### src/sv/ceb_pkg.sv
// Shared types and constants for the color expansion blit engine.
// Holds the register map, the register file layout and the pixel size codes.
// No dependencies.
package ceb_pkg;

	localparam int unsigned OFFSET_W = 28;
	localparam int unsigned COLOR_W  = 32;
	localparam int unsigned BPP_W    = 3;
	localparam int unsigned REG_IDX_W = 3;

	// Register indexes of the configuration port.
	typedef enum logic [REG_IDX_W-1:0] {
		REG_ROW_PITCH       = 3'd0,
		REG_BYTES_PER_PIXEL = 3'd1,
		REG_DEST_X          = 3'd2,
		REG_DEST_Y          = 3'd3,
		REG_RECT_WIDTH      = 3'd4,
		REG_FG_COLOR        = 3'd5,
		REG_BG_COLOR        = 3'd6,
		REG_OPAQUE_MODE     = 3'd7
	} reg_idx_t;

	// Pixel size codes that produce a frame-buffer write.
	localparam logic [BPP_W-1:0] BPP_1 = 3'd1;
	localparam logic [BPP_W-1:0] BPP_2 = 3'd2;
	localparam logic [BPP_W-1:0] BPP_4 = 3'd4;

	typedef struct packed {
		logic [14:0]        row_pitch;
		logic [BPP_W-1:0]   bytes_per_pixel;
		logic [11:0]        dest_x;
		logic [11:0]        dest_y;
		logic [12:0]        rect_width;
		logic [COLOR_W-1:0] fg_color;
		logic [COLOR_W-1:0] bg_color;
		logic               opaque_mode;
	} cfg_t;

	localparam cfg_t CFG_RESET = '{
		row_pitch:       15'd0,
		bytes_per_pixel: BPP_4,
		dest_x:          12'd0,
		dest_y:          12'd0,
		rect_width:      13'd1,
		fg_color:        32'd0,
		bg_color:        32'd0,
		opaque_mode:     1'b0
	};

endpackage

### src/sv/color_expansion_blit.sv
// Top level of the color expansion blit engine: config registers, raster
// counters and a two-stage pixel pipeline. Depends on ceb_pkg and ceb_raster.
//
// Usage. Source pixels of a rectangle arrive row by row as words on the input
// channel (in_valid/in_ready, fields source_pixel and last_in_rect). Each
// accepted word advances the column and row counters; a word marked
// last_in_rect returns both to zero. A word produces one frame-buffer write
// on the output channel (out_valid/out_ready, fields byte_offset, write_data,
// write_bytes) when its pixel is set, or in opaque mode for any pixel, and
// only when bytes_per_pixel is 1, 2 or 4. Other words produce nothing.
// Registers are written over cfg_valid/cfg_ready/cfg_index/cfg_data, which is
// always ready; they must only change while the pipeline is empty.
// Timing. The pipeline takes one word per cycle while it is not stalled. A write
// passes through stage one and then stage two, which drives the output:
// stage one registers the destination coordinates and color, stage two holds
// the offset built from one row-times-pitch multiply and an add. When the
// receiver stalls, stage two holds its write and stage one can still take one
// more word; in_ready drops only when both stages are full.
// Reset clears the registers to their defaults (four bytes per pixel, width
// one, all else zero), zeroes the counters and empties the pipeline.
module color_expansion_blit import ceb_pkg::*; #(
	parameter int unsigned MAX_WIDTH  = 4096,
	parameter int unsigned MAX_HEIGHT = 4096,
	parameter int unsigned MAX_PITCH  = 16384
) (
	input  logic                 clk,
	input  logic                 arst_n,
	// configuration write channel
	input  logic                 cfg_valid,
	output logic                 cfg_ready,
	input  logic [REG_IDX_W-1:0] cfg_index,
	input  logic [31:0]          cfg_data,
	// source pixel channel
	input  logic                 in_valid,
	output logic                 in_ready,
	input  logic [31:0]          source_pixel,
	input  logic                 last_in_rect,
	// frame-buffer write channel
	output logic                 out_valid,
	input  logic                 out_ready,
	output logic [OFFSET_W-1:0]  byte_offset,
	output logic [COLOR_W-1:0]   write_data,
	output logic [BPP_W-1:0]     write_bytes
);

	localparam int unsigned COL_W = $clog2(MAX_WIDTH);
	localparam int unsigned ROW_W = $clog2(MAX_HEIGHT);
	// Destination coordinates: a 12-bit origin plus a counter, one carry bit.
	localparam int unsigned XW = ((COL_W > 12) ? COL_W : 12) + 1;
	localparam int unsigned YW = ((ROW_W > 12) ? ROW_W : 12) + 1;
	localparam int unsigned PITCH_W = 15;
	localparam int unsigned PROD_W = YW + PITCH_W;
	localparam int unsigned SUM_W = (PROD_W > 30) ? PROD_W : 30;

	cfg_t cfg_q;

	logic [COL_W-1:0] column;
	logic [ROW_W-1:0] row;

	logic in_accept;
	logic pixel_set;
	logic size_ok;
	logic in_writes;
	logic [COLOR_W-1:0] color_mask;
	logic [COLOR_W-1:0] color_in;
	logic [XW-1:0] x_in;
	logic [YW-1:0] y_in;
	logic [PITCH_W-1:0] pitch_eff;

	logic adv_s1;
	logic adv_s2;

	logic               valid_s1;
	logic [XW-1:0]      x_s1;
	logic [YW-1:0]      y_s1;
	logic [COLOR_W-1:0] data_s1;
	logic [BPP_W-1:0]   bytes_s1;

	logic [PROD_W-1:0]  row_base;
	logic [XW+1:0]      col_bytes;
	logic [SUM_W-1:0]   offset_sum;

	logic                valid_s2;
	logic [OFFSET_W-1:0] offset_s2;
	logic [COLOR_W-1:0]  data_s2;
	logic [BPP_W-1:0]    bytes_s2;

	// Configuration registers. The port never stalls.
	assign cfg_ready = 1'b1;

	always_ff @(posedge clk or negedge arst_n) begin
		if (!arst_n) begin
			cfg_q <= CFG_RESET;
		end else if (cfg_valid && cfg_ready) begin
			unique case (reg_idx_t'(cfg_index))
				REG_ROW_PITCH:       cfg_q.row_pitch       <= cfg_data[14:0];
				REG_BYTES_PER_PIXEL: cfg_q.bytes_per_pixel <= cfg_data[BPP_W-1:0];
				REG_DEST_X:          cfg_q.dest_x          <= cfg_data[11:0];
				REG_DEST_Y:          cfg_q.dest_y          <= cfg_data[11:0];
				REG_RECT_WIDTH:      cfg_q.rect_width      <= cfg_data[12:0];
				REG_FG_COLOR:        cfg_q.fg_color        <= cfg_data;
				REG_BG_COLOR:        cfg_q.bg_color        <= cfg_data;
				REG_OPAQUE_MODE:     cfg_q.opaque_mode     <= cfg_data[0];
				default: begin
				end
			endcase
		end
	end

	// Pipeline flow control. Stage two loads when it is empty or its write is
	// taken; stage one loads when it is empty or can move into stage two.
	assign adv_s2    = !valid_s2 || out_ready;
	assign adv_s1    = !valid_s1 || adv_s2;
	assign in_ready  = adv_s1;
	assign in_accept = in_valid && in_ready;

	// The counters step on every accepted word, whether it writes or not.
	ceb_raster #(
		.MAX_WIDTH  (MAX_WIDTH),
		.MAX_HEIGHT (MAX_HEIGHT)
	) u_raster (
		.clk    (clk),
		.arst_n (arst_n),
		.cfg    (cfg_q),
		.step   (in_accept),
		.last   (last_in_rect),
		.column (column),
		.row    (row)
	);

	// Decide whether this word writes, and pick and trim its color.
	assign pixel_set = |source_pixel;
	assign color_in  = pixel_set ? cfg_q.fg_color : cfg_q.bg_color;

	always_comb begin
		unique case (cfg_q.bytes_per_pixel)
			BPP_1: begin
				size_ok    = 1'b1;
				color_mask = 32'h0000_00FF;
			end
			BPP_2: begin
				size_ok    = 1'b1;
				color_mask = 32'h0000_FFFF;
			end
			BPP_4: begin
				size_ok    = 1'b1;
				color_mask = 32'hFFFF_FFFF;
			end
			default: begin
				// A three-byte or otherwise odd pixel size writes nothing.
				size_ok    = 1'b0;
				color_mask = 32'h0000_0000;
			end
		endcase
	end

	assign in_writes = size_ok && (pixel_set || cfg_q.opaque_mode);

	assign x_in = XW'(cfg_q.dest_x) + XW'(column);
	assign y_in = YW'(cfg_q.dest_y) + YW'(row);

	// Stage one: coordinates, color and pixel size of a word that writes.
	// Words that write nothing leave the stage empty.
	always_ff @(posedge clk or negedge arst_n) begin
		if (!arst_n) begin
			valid_s1 <= 1'b0;
		end else if (adv_s1) begin
			valid_s1 <= in_accept && in_writes;
		end
	end

	always_ff @(posedge clk) begin
		if (adv_s1 && in_accept) begin
			x_s1     <= x_in;
			y_s1     <= y_in;
			data_s1  <= color_in & color_mask;
			bytes_s1 <= cfg_q.bytes_per_pixel;
		end
	end

	// Pitch values above the maximum behave as the maximum.
	assign pitch_eff = ({2'b00, cfg_q.row_pitch} > 17'(MAX_PITCH)) ?
		PITCH_W'(MAX_PITCH) : cfg_q.row_pitch;

	// Byte offset: row times pitch plus column times pixel size. The pixel
	// size is a power of two here, so the column term is a shift.
	assign row_base = PROD_W'(y_s1) * PROD_W'(pitch_eff);

	always_comb begin
		unique case (bytes_s1)
			BPP_2:   col_bytes = (XW+2)'(x_s1) << 1;
			BPP_4:   col_bytes = (XW+2)'(x_s1) << 2;
			default: col_bytes = (XW+2)'(x_s1);
		endcase
	end

	assign offset_sum = SUM_W'(row_base) + SUM_W'(col_bytes);

	// Stage two: the finished write, held until the receiver takes it.
	always_ff @(posedge clk or negedge arst_n) begin
		if (!arst_n) begin
			valid_s2 <= 1'b0;
		end else if (adv_s2) begin
			valid_s2 <= valid_s1;
		end
	end

	always_ff @(posedge clk) begin
		if (adv_s2 && valid_s1) begin
			offset_s2 <= offset_sum[OFFSET_W-1:0];
			data_s2   <= data_s1;
			bytes_s2  <= bytes_s1;
		end
	end

	assign out_valid   = valid_s2;
	assign byte_offset = offset_s2;
	assign write_data  = data_s2;
	assign write_bytes = bytes_s2;

`ifndef SYNTHESIS
	a_size_legal: assert property (@(posedge clk) disable iff (!arst_n)
		out_valid |-> write_bytes == BPP_1 || write_bytes == BPP_2 || write_bytes == BPP_4)
		else $error("write issued with an unsupported pixel size");

	a_byte_masked: assert property (@(posedge clk) disable iff (!arst_n)
		out_valid && write_bytes == BPP_1 |-> write_data[31:8] == 24'd0)
		else $error("one-byte write carries data above its byte");

	a_half_masked: assert property (@(posedge clk) disable iff (!arst_n)
		out_valid && write_bytes == BPP_2 |-> write_data[31:16] == 16'd0)
		else $error("two-byte write carries data above its halfword");
`endif

endmodule

### src/sv/ceb_raster.sv
// Column and row counters that walk the destination rectangle.
// Depends on ceb_pkg for the register file layout.
module ceb_raster import ceb_pkg::*; #(
	parameter int unsigned MAX_WIDTH  = 4096,
	parameter int unsigned MAX_HEIGHT = 4096,
	localparam int unsigned COL_W = $clog2(MAX_WIDTH),
	localparam int unsigned ROW_W = $clog2(MAX_HEIGHT)
) (
	input  logic             clk,
	input  logic             arst_n,
	input  cfg_t             cfg,
	input  logic             step,
	input  logic             last,
	output logic [COL_W-1:0] column,
	output logic [ROW_W-1:0] row
);

	logic [COL_W-1:0] column_q;
	logic [ROW_W-1:0] row_q;
	logic [15:0]      width_req;
	logic [COL_W:0]   width_eff;
	logic [COL_W:0]   col_next;
	logic [ROW_W:0]   row_next;
	logic             col_wrap;
	logic             row_wrap;

	// A width of zero behaves as one; widths above the maximum are clamped.
	assign width_req = 16'(cfg.rect_width);

	always_comb begin
		priority if (width_req == 16'd0) begin
			width_eff = (COL_W+1)'(1);
		end else if (width_req > 16'(MAX_WIDTH)) begin
			width_eff = (COL_W+1)'(MAX_WIDTH);
		end else begin
			width_eff = (COL_W+1)'(width_req);
		end
	end

	assign col_next = {1'b0, column_q} + (COL_W+1)'(1);
	assign row_next = {1'b0, row_q} + (ROW_W+1)'(1);
	assign col_wrap = (col_next >= width_eff);
	assign row_wrap = (row_next >= (ROW_W+1)'(MAX_HEIGHT));

	always_ff @(posedge clk or negedge arst_n) begin
		if (!arst_n) begin
			column_q <= '0;
			row_q    <= '0;
		end else if (step) begin
			if (last) begin
				column_q <= '0;
				row_q    <= '0;
			end else if (col_wrap) begin
				column_q <= '0;
				row_q    <= row_wrap ? '0 : row_next[ROW_W-1:0];
			end else begin
				column_q <= col_next[COL_W-1:0];
			end
		end
	end

	assign column = column_q;
	assign row    = row_q;

`ifndef SYNTHESIS
	a_last_clears: assert property (@(posedge clk) disable iff (!arst_n)
		step && last |=> column_q == '0 && row_q == '0)
		else $error("raster counters not cleared after last pixel");

	a_hold_idle: assert property (@(posedge clk) disable iff (!arst_n)
		!step |=> $stable(column_q) && $stable(row_q))
		else $error("raster counters moved without a pixel");

	a_row_end_clears: assert property (@(posedge clk) disable iff (!arst_n)
		step && !last && col_wrap |=> column_q == '0)
		else $error("column counter not cleared at the end of a row");
`endif

endmodule

### config.mk
export PLATFORM = sky130hd
export DESIGN_NAME = color_expansion_blit
export DESIGN_NICKNAME = d
export VERILOG_FILES = /design/src/sv/ceb_pkg.sv /design/src/sv/color_expansion_blit.sv /design/src/sv/ceb_raster.sv
export SDC_FILE = /design/constraint.sdc
export NUM_CORES = 1
export LEC_CHECK = 0
export ABC_AREA = 1
export BUFFER_PORTS_ARGS = -buffer_cell sky130_fd_sc_hd__buf_2
export CAP_MARGIN = 20
export CELL_PAD_IN_SITES_DETAIL_PLACEMENT = 1
export CELL_PAD_IN_SITES_GLOBAL_PLACEMENT = 1
export CORE_AREA = 2 2 204 206
export DETAILED_ROUTE_END_ITERATION = 16
export DIE_AREA = 0 0 206 208
export HOLD_SLACK_MARGIN = 0.1
export PLACE_DENSITY = 0.79
export SLEW_MARGIN = 20
export SYNTH_ARGS = -nofsm -noshare
export SYNTH_HDL_FRONTEND = slang
export SYNTH_SLANG_ARGS = --single-unit
export TNS_END_PERCENT = 100
### constraint.sdc
create_clock -name clk -period 8.2 [get_ports clk]
set_clock_uncertainty 0.2 [all_clocks]
set_input_delay 0 -clock clk [delete_from_list [all_inputs] [get_ports clk]]
set_output_delay 0 -clock clk [all_outputs]
set_load 0.05 [all_outputs]
# Word-level counts from Yosys, hierarchy flattened
# Cells that the tools add are included.
# op_classes
n_reduce_logical,24
n_eq_ne,12
mux,12
shift,0
n_div,0
mul,1
bitwise,1
order_cmp,4
addsub,5
# op_table
cell,n
case mux 32 bit (3 select lines),1
two-way mux 12 bit,5
AND 32 bit,1
two-way mux 32 bit,1
OR reduction 32 bit,1
case mux 15 bit (2 select lines),1
adder 28 x 15 -> 28 bit,1
multiplier 13 x 15 -> 28 bit,1
"adder 12 x 1 -> 13 bit, second input constant",2
adder 12 x 12 -> 13 bit,2
two-way mux 13 bit,2
"== test 3 bit, second input constant",6
AND reduction 2 bit,9
logical NOT 16 bit,1
"> comparator 15 bit, second input constant",1
two-way mux 15 bit,1
>= comparator 13 bit,1
">= comparator 13 bit, second input constant",1
"> comparator 13 bit, second input constant",1
"== test 3 x 2 -> 1 bit, second input constant",4
"== test 3 x 1 -> 1 bit, second input constant",2
logical AND 1 bit,5
logical NOT 3 bit,1
logical OR 1 bit,3
4 further kinds,5
# totals
in_bits,73
ramBits,0
reg_bits,270
romBits,0
latchBits,0
memories,0

# Logic depth before layout (Yosys ltp)
# Gate-level depths: netlist of run 1.
# logic_depth
depth_word,6
ltp_mapped,29

# Modules after synthesis
# Synthesis of run 1 repeated with hierarchy kept, for this count alone.
# hier_totals
hier_cells,2318
area_unflattened_um2,19765.2
# modules_own_cells
mod,cells_per_inst,area_each_um2,instances,seq_area_each_um2
color_expansion_blit,2026,17810.8,1,6779.0
ceb_raster,292,1954.4,1,600.6

# Least setup slack after synthesis of run 1
# No wires, ideal clock.
# synth_timing
path_kind,flip-flop to flip-flop
start,register cfg_q[105] in the netlist's numbering
end,register offset_s2[27] (netlist: byte_offset[27]) (data pin)
synth_period_minus_slack_ns,5.997
t_arrival_ns,5.545
slack_ns,2.203
stages_incl_launch_ff,25
required_time_ns,7.748
path_cell_list,dfrtp_1 -> buf_2 -> nor4_2 -> nand4_2 -> nand2_1 -> buf_4 -> buf_4 -> nand3_1 -> fa_1 -> inv_1 -> fa_1 -> fa_1 -> fa_1 -> fa_1 -> inv_1 -> fa_1 -> inv_1 -> ha_1 -> nand2_1 -> nor2_1 -> nand2_1 -> nor2_1 -> nand2_1 -> nand3_1 -> nand2_1
# synth_via
elab_chain_cells,4
# synth_rtl
item,line,rtl
from (decl),color_expansion_blit.sv:55,cfg_t cfg_q;
> comparator 15 bit,color_expansion_blit.sv:182,"assign pitch_eff = ({2'b00, cfg_q.row_pitch} > 17'(MAX_PITCH)) ?"
two-way mux 15 bit (*),color_expansion_blit.sv:182,
multiplier 13 x 15 -> 28 bit (*),color_expansion_blit.sv:187,assign row_base = PROD_W'(y_s1) * PROD_W'(pitch_eff);
adder 28 x 15 -> 28 bit (*),color_expansion_blit.sv:197,assign offset_sum = SUM_W'(row_base) + SUM_W'(col_bytes);
net offset_sum[27],color_expansion_blit.sv:81,logic [SUM_W-1:0] offset_sum;
to (signal assigned),color_expansion_blit.sv:210,offset_s2 <= offset_sum[OFFSET_W-1:0];
to (decl),color_expansion_blit.sv:84,logic [OFFSET_W-1:0] offset_s2;
# Mark *: on every way through the listed nets, which the timed path passes. The rest lies on a longest branch.
# A chain may end at the register's enable or synchronous reset.

# Final worst setup path of run 1
# layout_timing
start,register cfg_q[115] in the netlist's numbering
end,register offset_s2[15] (netlist: byte_offset[15]) (data pin)
# Same word-level chain as after synthesis.

==> results.toml, run 1 <==
[status]
status = "complete, no violations"

[hold_path]
hold_path.class = "in2reg"

[floorplanning]
pin_count = 139
die_h_um = 208
initial_core_util = 0.478
die_x_um = 206
dieArea_sq_um = 42800
coreArea_sq_um = 40600
fp-row-count = 74

[timing]
setup-tns-final_ns = 0
final_hold_viol_count = 0
setup_viol = 0
fmax_mhz = 136
worst_slew_pin_slew_ns = 0.978
rsz0062_at_grt = "false"
period_share = 0.898
final_max_slew_viol_count = 0
fin_crit_ns = 7.37
hold_ws_ns = 0.115
relSlewSlack = 0.348

[clock_network]
clockRootBuffer = "clkbuf_16"
clk_latency_ns = 0.61
clk_path_buf_depth = 3
cts_made_buffers = 30
post_cts_buffers = 0
clkSinkCount = 270
cts-htree-levels = 1
clkSlewWorstSetupHoldPaths_ns = 0.06
cts_tree = "built"
postCtsHoldBufs = 71
cts_resized = 0

[worst_setup_path]
cp.arrival_ns = 7.56
crit_fanout = 45
crit_path_start_kind = "flip-flop"
cp.required_ns = 8.40
timing.setup.critical_path_class = "reg2reg"
end_kind = "flip-flop"

[final_layout]
num-fill-cells = 4740
fin_cells = 2940
post-route-util = 0.550
drive_above_1_share = 0.0886
final_nets = 2741
synthToLayoutAreaGrowth_pct = 15.1

[grt]
grt_overflow = 0
grt_pass1_wl_um = 95400
grt_pass1_vias = 17600
antenna_found_initial = 3
grt_max_degree = 76
grtUsageTotal = 0.285

[power]
powerDensity_nw_per_um2 = 419
p_leak_nw = 11.2
vdd_drop_max_uv = 270
power.total_mw = 9.35

[logic_synthesis]
async_flop_share = 0.541
synth.distinct_cells = 40
synth_edf_count = 124
syn_nets = 2564
ys_warn_count = 0
netlist_area_sq_um = 19400
seq_area_frac_synth = 0.381
synthCells = 2204
ys_ff_latch = 270
ys.flop_type = "dfrtp_1"
syn_area_per_cell_sq_um = 8.79

[drt]
detail_route.first_pass.iterations = 5
drt_wl_total_um = 60200
route.vias.total = 16100
drtIter0Drc = 817
route.detailed.drc = 0
final_antenna_net_count = 0
viasPerCell = 5.49
wire_per_inst_um = 20.5

[place]
hpwl_um = 42900
routabilityCongestion = 0.937
dp.cells = 2809
port-buffer-count = 137

[run]
maxCapViolations = 0
==> path summary, 6_finish.rpt <==
check | start | endpoint | slack (ns) | cells after the start
setup / recovery | cfg_q[115] | byte_offset[15] | 0.83 | 22
hold / removal | cfg_data[14] | cfg_q[119] | 0.11 | 4
setup reg to reg | cfg_q[115] | byte_offset[15] | 0.83 | 22
hold reg to reg | data_s1[26] | write_data[26] | 0.22 | 0
max in group asynchronous | arst_n | cfg_q[113] | 6.53 | 4
min in group asynchronous | arst_n | cfg_q[104] | 0.30 | 3
==> per-layer routing <==
layer	up-vias	global-route usage	wire length, um
met5	-	0	0
met4	0	0.0983	2040
met3	121	0.0310	2250
met2	416	0.513	31500
met1	8196	0.354	24400
li1	7394	-	-
==> placed cells by master, fill, tap and decap left out, drive strengths merged, types with 21 or more instances in the layout <==
cell,count
xor2,36
nor2,251
dfrtp,144
inv,339
fa,156
buf,148
o21ai,177
ha,131
nand4,21
nand3,133
a21oi,55
dlygate4sd3,70
clkbuf,37
edfxtp,124
nand2,475
==> per-stage QoR <==
stage | setup slack [ns] | area, sq um
2_1_floorplan | 2.20 | 19400
3_3_place_gp | 1.11 | 20500
3_5_place_dp | 0.877 | 20500
4_1_cts | 0.856 | 22300
5_1_grt | 0.398 | 22300
6_report | 0.833 | 22300
==> power breakdown <==
part | switching, mW | internal, mW | leakage (nW) | total [mW]
logic | 3.89 | 1.89 | 7.59 | 5.78
clock network | 0.593 | 0.826 | 0.496 | 1.42
registers | 0.227 | 1.93 | 3.07 | 2.15
total | 4.71 | 4.64 | 11.2 | 9.35
==> flip-flops by register name, summed over array words and instances (netlist names) <==
signal	count
byte_offset	28
y_s1	13
bytes_s1	3
write_data	32
cfg_q	120
out_valid	1
valid_s1	1
u_raster.column	12
data_s1	32
write_bytes	3
x_s1	13
u_raster.row	12
==> cell type report <==
type | count | area [sq um] | area share
tap | 532 | 666 | 0.0298
clock buffer | 37 | 807 | 0.0362
multi-input combinational | 1521 | 10400 | 0.467
clock inverter | 19 | 225 | 0.0101
antenna | 3 | 7.51 | 0.000337
sequential | 270 | 7380 | 0.331
timing repair buffer | 218 | 1520 | 0.0679
inverter | 340 | 1280 | 0.0573
==> cells in the mapped netlist, types with 20 or more instances <==
cell type	number	share of area
fa_1	156	0.16
inv_1	339	0.066
nand4_1	20	0.0065
clkbuf_1	51	0.0099
nand2_1	470	0.091
edfxtp_1	124	0.19
a21oi_1	55	0.014
ha_1	131	0.085
xor2_1	36	0.016
o21ai_0	177	0.046
dfrtp_1	144	0.19
nand3_1	133	0.034
nor2_1	251	0.049
==> worst max-delay path, cell delays in order (launching register included) <==
cell and delay (ns):
dfrtp_1 0.56, nor4_1 0.40, nand4_2 0.25, nand2_2 0.60
buf_12 0.29, nand2_1 0.26, nor2_1 0.23, fa_1 0.44
inv_1 0.10, fa_1 0.43, inv_1 0.09, fa_1 0.45
fa_1 0.57, fa_1 0.42, fa_1 0.45, ha_1 0.38
nand2_1 0.12, nor2_1 0.23, nand3_1 0.11, nand3_1 0.21
nand2_1 0.08, nand2_1 0.08, xor2_1 0.23
==> kinds of logic (layout without fill, tap and decap cells) <==
| family | count (synthesis) | count (layout) | share of synthesized area |
|---|---|---|---|
| fa+ha+maj | 287 | 287 | 0.246 |
| compound gates | 272 | 272 | 0.0760 |
| xor+xnor | 51 | 51 | 0.0231 |
| simple gates | 910 | 910 | 0.192 |
| buf+inv | 413 | 614 | 0.0825 |
| other cells | 1 | 4 | 0.000194 |
| flops | 270 | 270 | 0.381 |
Power figures use the tool's default switching activity.
==> run 2: changes to the inputs <==
clock period = 7.3 ns   (was 8.2 ns; I/O delays follow)
==> run 2 against run 1 <==
  * Maximum frequency is 6.5% higher
  * Register-to-register slack worse by 0.45 ns
  * Combinational power is 13% higher
  * Global-route usage is 1.3 points higher
  * First-iteration DRC count is 10% higher
  * Cell count stayed put
  * Sequential share of layout area is 0.059 points higher
  * Largest cell class unchanged
  * Final area is 0.18% lower
==> results.toml, run 2 (synthesized netlist as in run 1, its figures left out) <==
[grt]
grt_pass1_wl_um = 98900
grt_overflow = 0
grt_pass1_vias = 18200
grtUsageTotal = 0.298
grt_max_degree = 84
antenna_found_initial = 2

[power]
p_leak_nw = 11.2
powerDensity_nw_per_um2 = 472
vdd_drop_max_uv = 317
power.total_mw = 10.5

[drt]
dr_wl_met3_um = 2460
topRoutingLayerUsed = "met4"
detail_route.first_pass.iterations = 5
drt_wl_total_um = 62800
viasPerCell = 5.55
wire_per_inst_um = 21.4
route.met2.wl_um = 32200
final_antenna_net_count = 0
met1_length_um = 24600
drtIter0Drc = 902
route.vias.total = 16300
route.detailed.drc = 0

[worst_setup_path]
rr_endpoint = "byte_offset[24]"
r2r_slack_ns = 0.38
reg2reg_from = "cfg_q[109]"
timing.setup.critical_path_class = "reg2reg"
cp.required_ns = 7.45
r2r_cells = 21
cp.arrival_ns = 7.07
crit_start = "cfg_q[109]"
crit_fanout = 24
crit_path_start_kind = "flip-flop"
end_kind = "flip-flop"

[final_layout]
drive_above_1_share = 0.0894
synthToLayoutAreaGrowth_pct = 14.9
regArea_sq_um = 7380
top_register = "cfg_q"
num-fill-cells = 4826
multiInputGateArea_sq_um = 10400
final_cell_mix = "nand2_1, inv_1, nor2_1, o21ai_0, fa_1"
fin_cells = 2940
largest_reg_flops = 120
final_nets = 2742
post-route-util = 0.549
final_common_cell = "nand2_1"

[clock_network]
clk_latency_ns = 0.61
clkSinkCount = 270
clkSlewWorstSetupHoldPaths_ns = 0.07
clk_path_buf_depth = 3
clockRootBuffer = "clkbuf_16"
cts_made_buffers = 30
cts-htree-levels = 1
post_cts_buffers = 0
cts_tree = "built"

[timing]
setup-tns-final_ns = 0
final_hold_viol_count = 0
fmax_mhz = 145
fin_ws_ns = 0.380
worst_slew_pin_slew_ns = 0.975
fin_crit_ns = 6.92
rsz0062_at_grt = "false"
setup_viol = 0
relSlewSlack = 0.350
period_share = 0.948
final_max_slew_viol_count = 0

[floorplanning]
die_x_um = 206
pin_count = 139
dieArea_sq_um = 42800
die_h_um = 208
initial_core_util = 0.478
coreArea_sq_um = 40600
fp-row-count = 74

[place]
routabilityCongestion = 0.949
dp.cells = 2816
pre_cts_slack_ns = 0.406
hpwl_um = 43400
port-buffer-count = 137

[status]
status = "complete, no violations"

[hold_path]
min_from = "cfg_index[1]"
worstHoldPathCells = 5
min_to = "cfg_q[59]"
hold_path.class = "in2reg"

[run]
maxCapViolations = 0
==> run 2: repair_timing <==
action / in CTS / in global routing
resized for setup: 0 / 1
hold endpoints to repair: 231 / 0
endpoints found under the setup margin: 0 / 2
hold buffers: 66 / 0
==> run 2: how the worst max path moves through the flow <==
stage | to | slack [ns]
2_1_floorplan | byte_offset[27] | 1.30
3_3_place_gp | byte_offset[15] | 0.59
3_5_place_dp | byte_offset[20] | 0.41
4_1_cts | byte_offset[24] | 0.38
5_1_grt | byte_offset[27] | 0.08
6_report | byte_offset[24] | 0.38
==> run 2: layout make-up <==
| type | instances | area share |
|---|---|---|
| timing repair buffer | 219 | 0.0669 |
| clock inverter | 12 | 0.00860 |
| inverter | 340 | 0.0574 |
| clock buffer | 44 | 0.0370 |
| multi-input combinational | 1521 | 0.469 |
| antenna | 2 | 0.000225 |
| tap | 532 | 0.0299 |
| sequential | 270 | 0.331 |
==> run 2: power breakdown <==
group          internal (mW)  switching (mW)
sequential              2.16           0.260
clock                  0.928           0.662
combinational           2.13            4.37
==> run 2: per-stage QoR <==
stage,hold WS [ns],area [sq um]
2_1_floorplan,-0.496,19400
3_3_place_gp,-0.0773,20600
3_5_place_dp,-0.0789,20600
4_1_cts,0.106,22200
5_1_grt,0.180,22300
6_report,0.136,22300
==> run 2: per-layer routing <==
metal  GRT usage  vias up
li1            -     7405
met5           0        -
met4       0.149        0
met2       0.534      486
met1       0.351     8255
met3      0.0334      181
==> run 2: worst max-delay path: stages, from the launching register on <==
cell,delay [ns]
dfrtp_1,0.49
nor3_1,0.32
nand4_2,0.25
nand2_4,0.25
buf_4,0.32
nand2_1,0.19
nor2_1,0.23
fa_1,0.46
inv_1,0.08
fa_1,0.40
inv_1,0.08
fa_1,0.44
fa_1,0.55
fa_1,0.46
ha_1,0.30
ha_1,0.39
a21oi_1,0.42
o21ai_0,0.29
a21oi_1,0.27
nand3_1,0.13
nand2_1,0.09
nand2_1,0.06
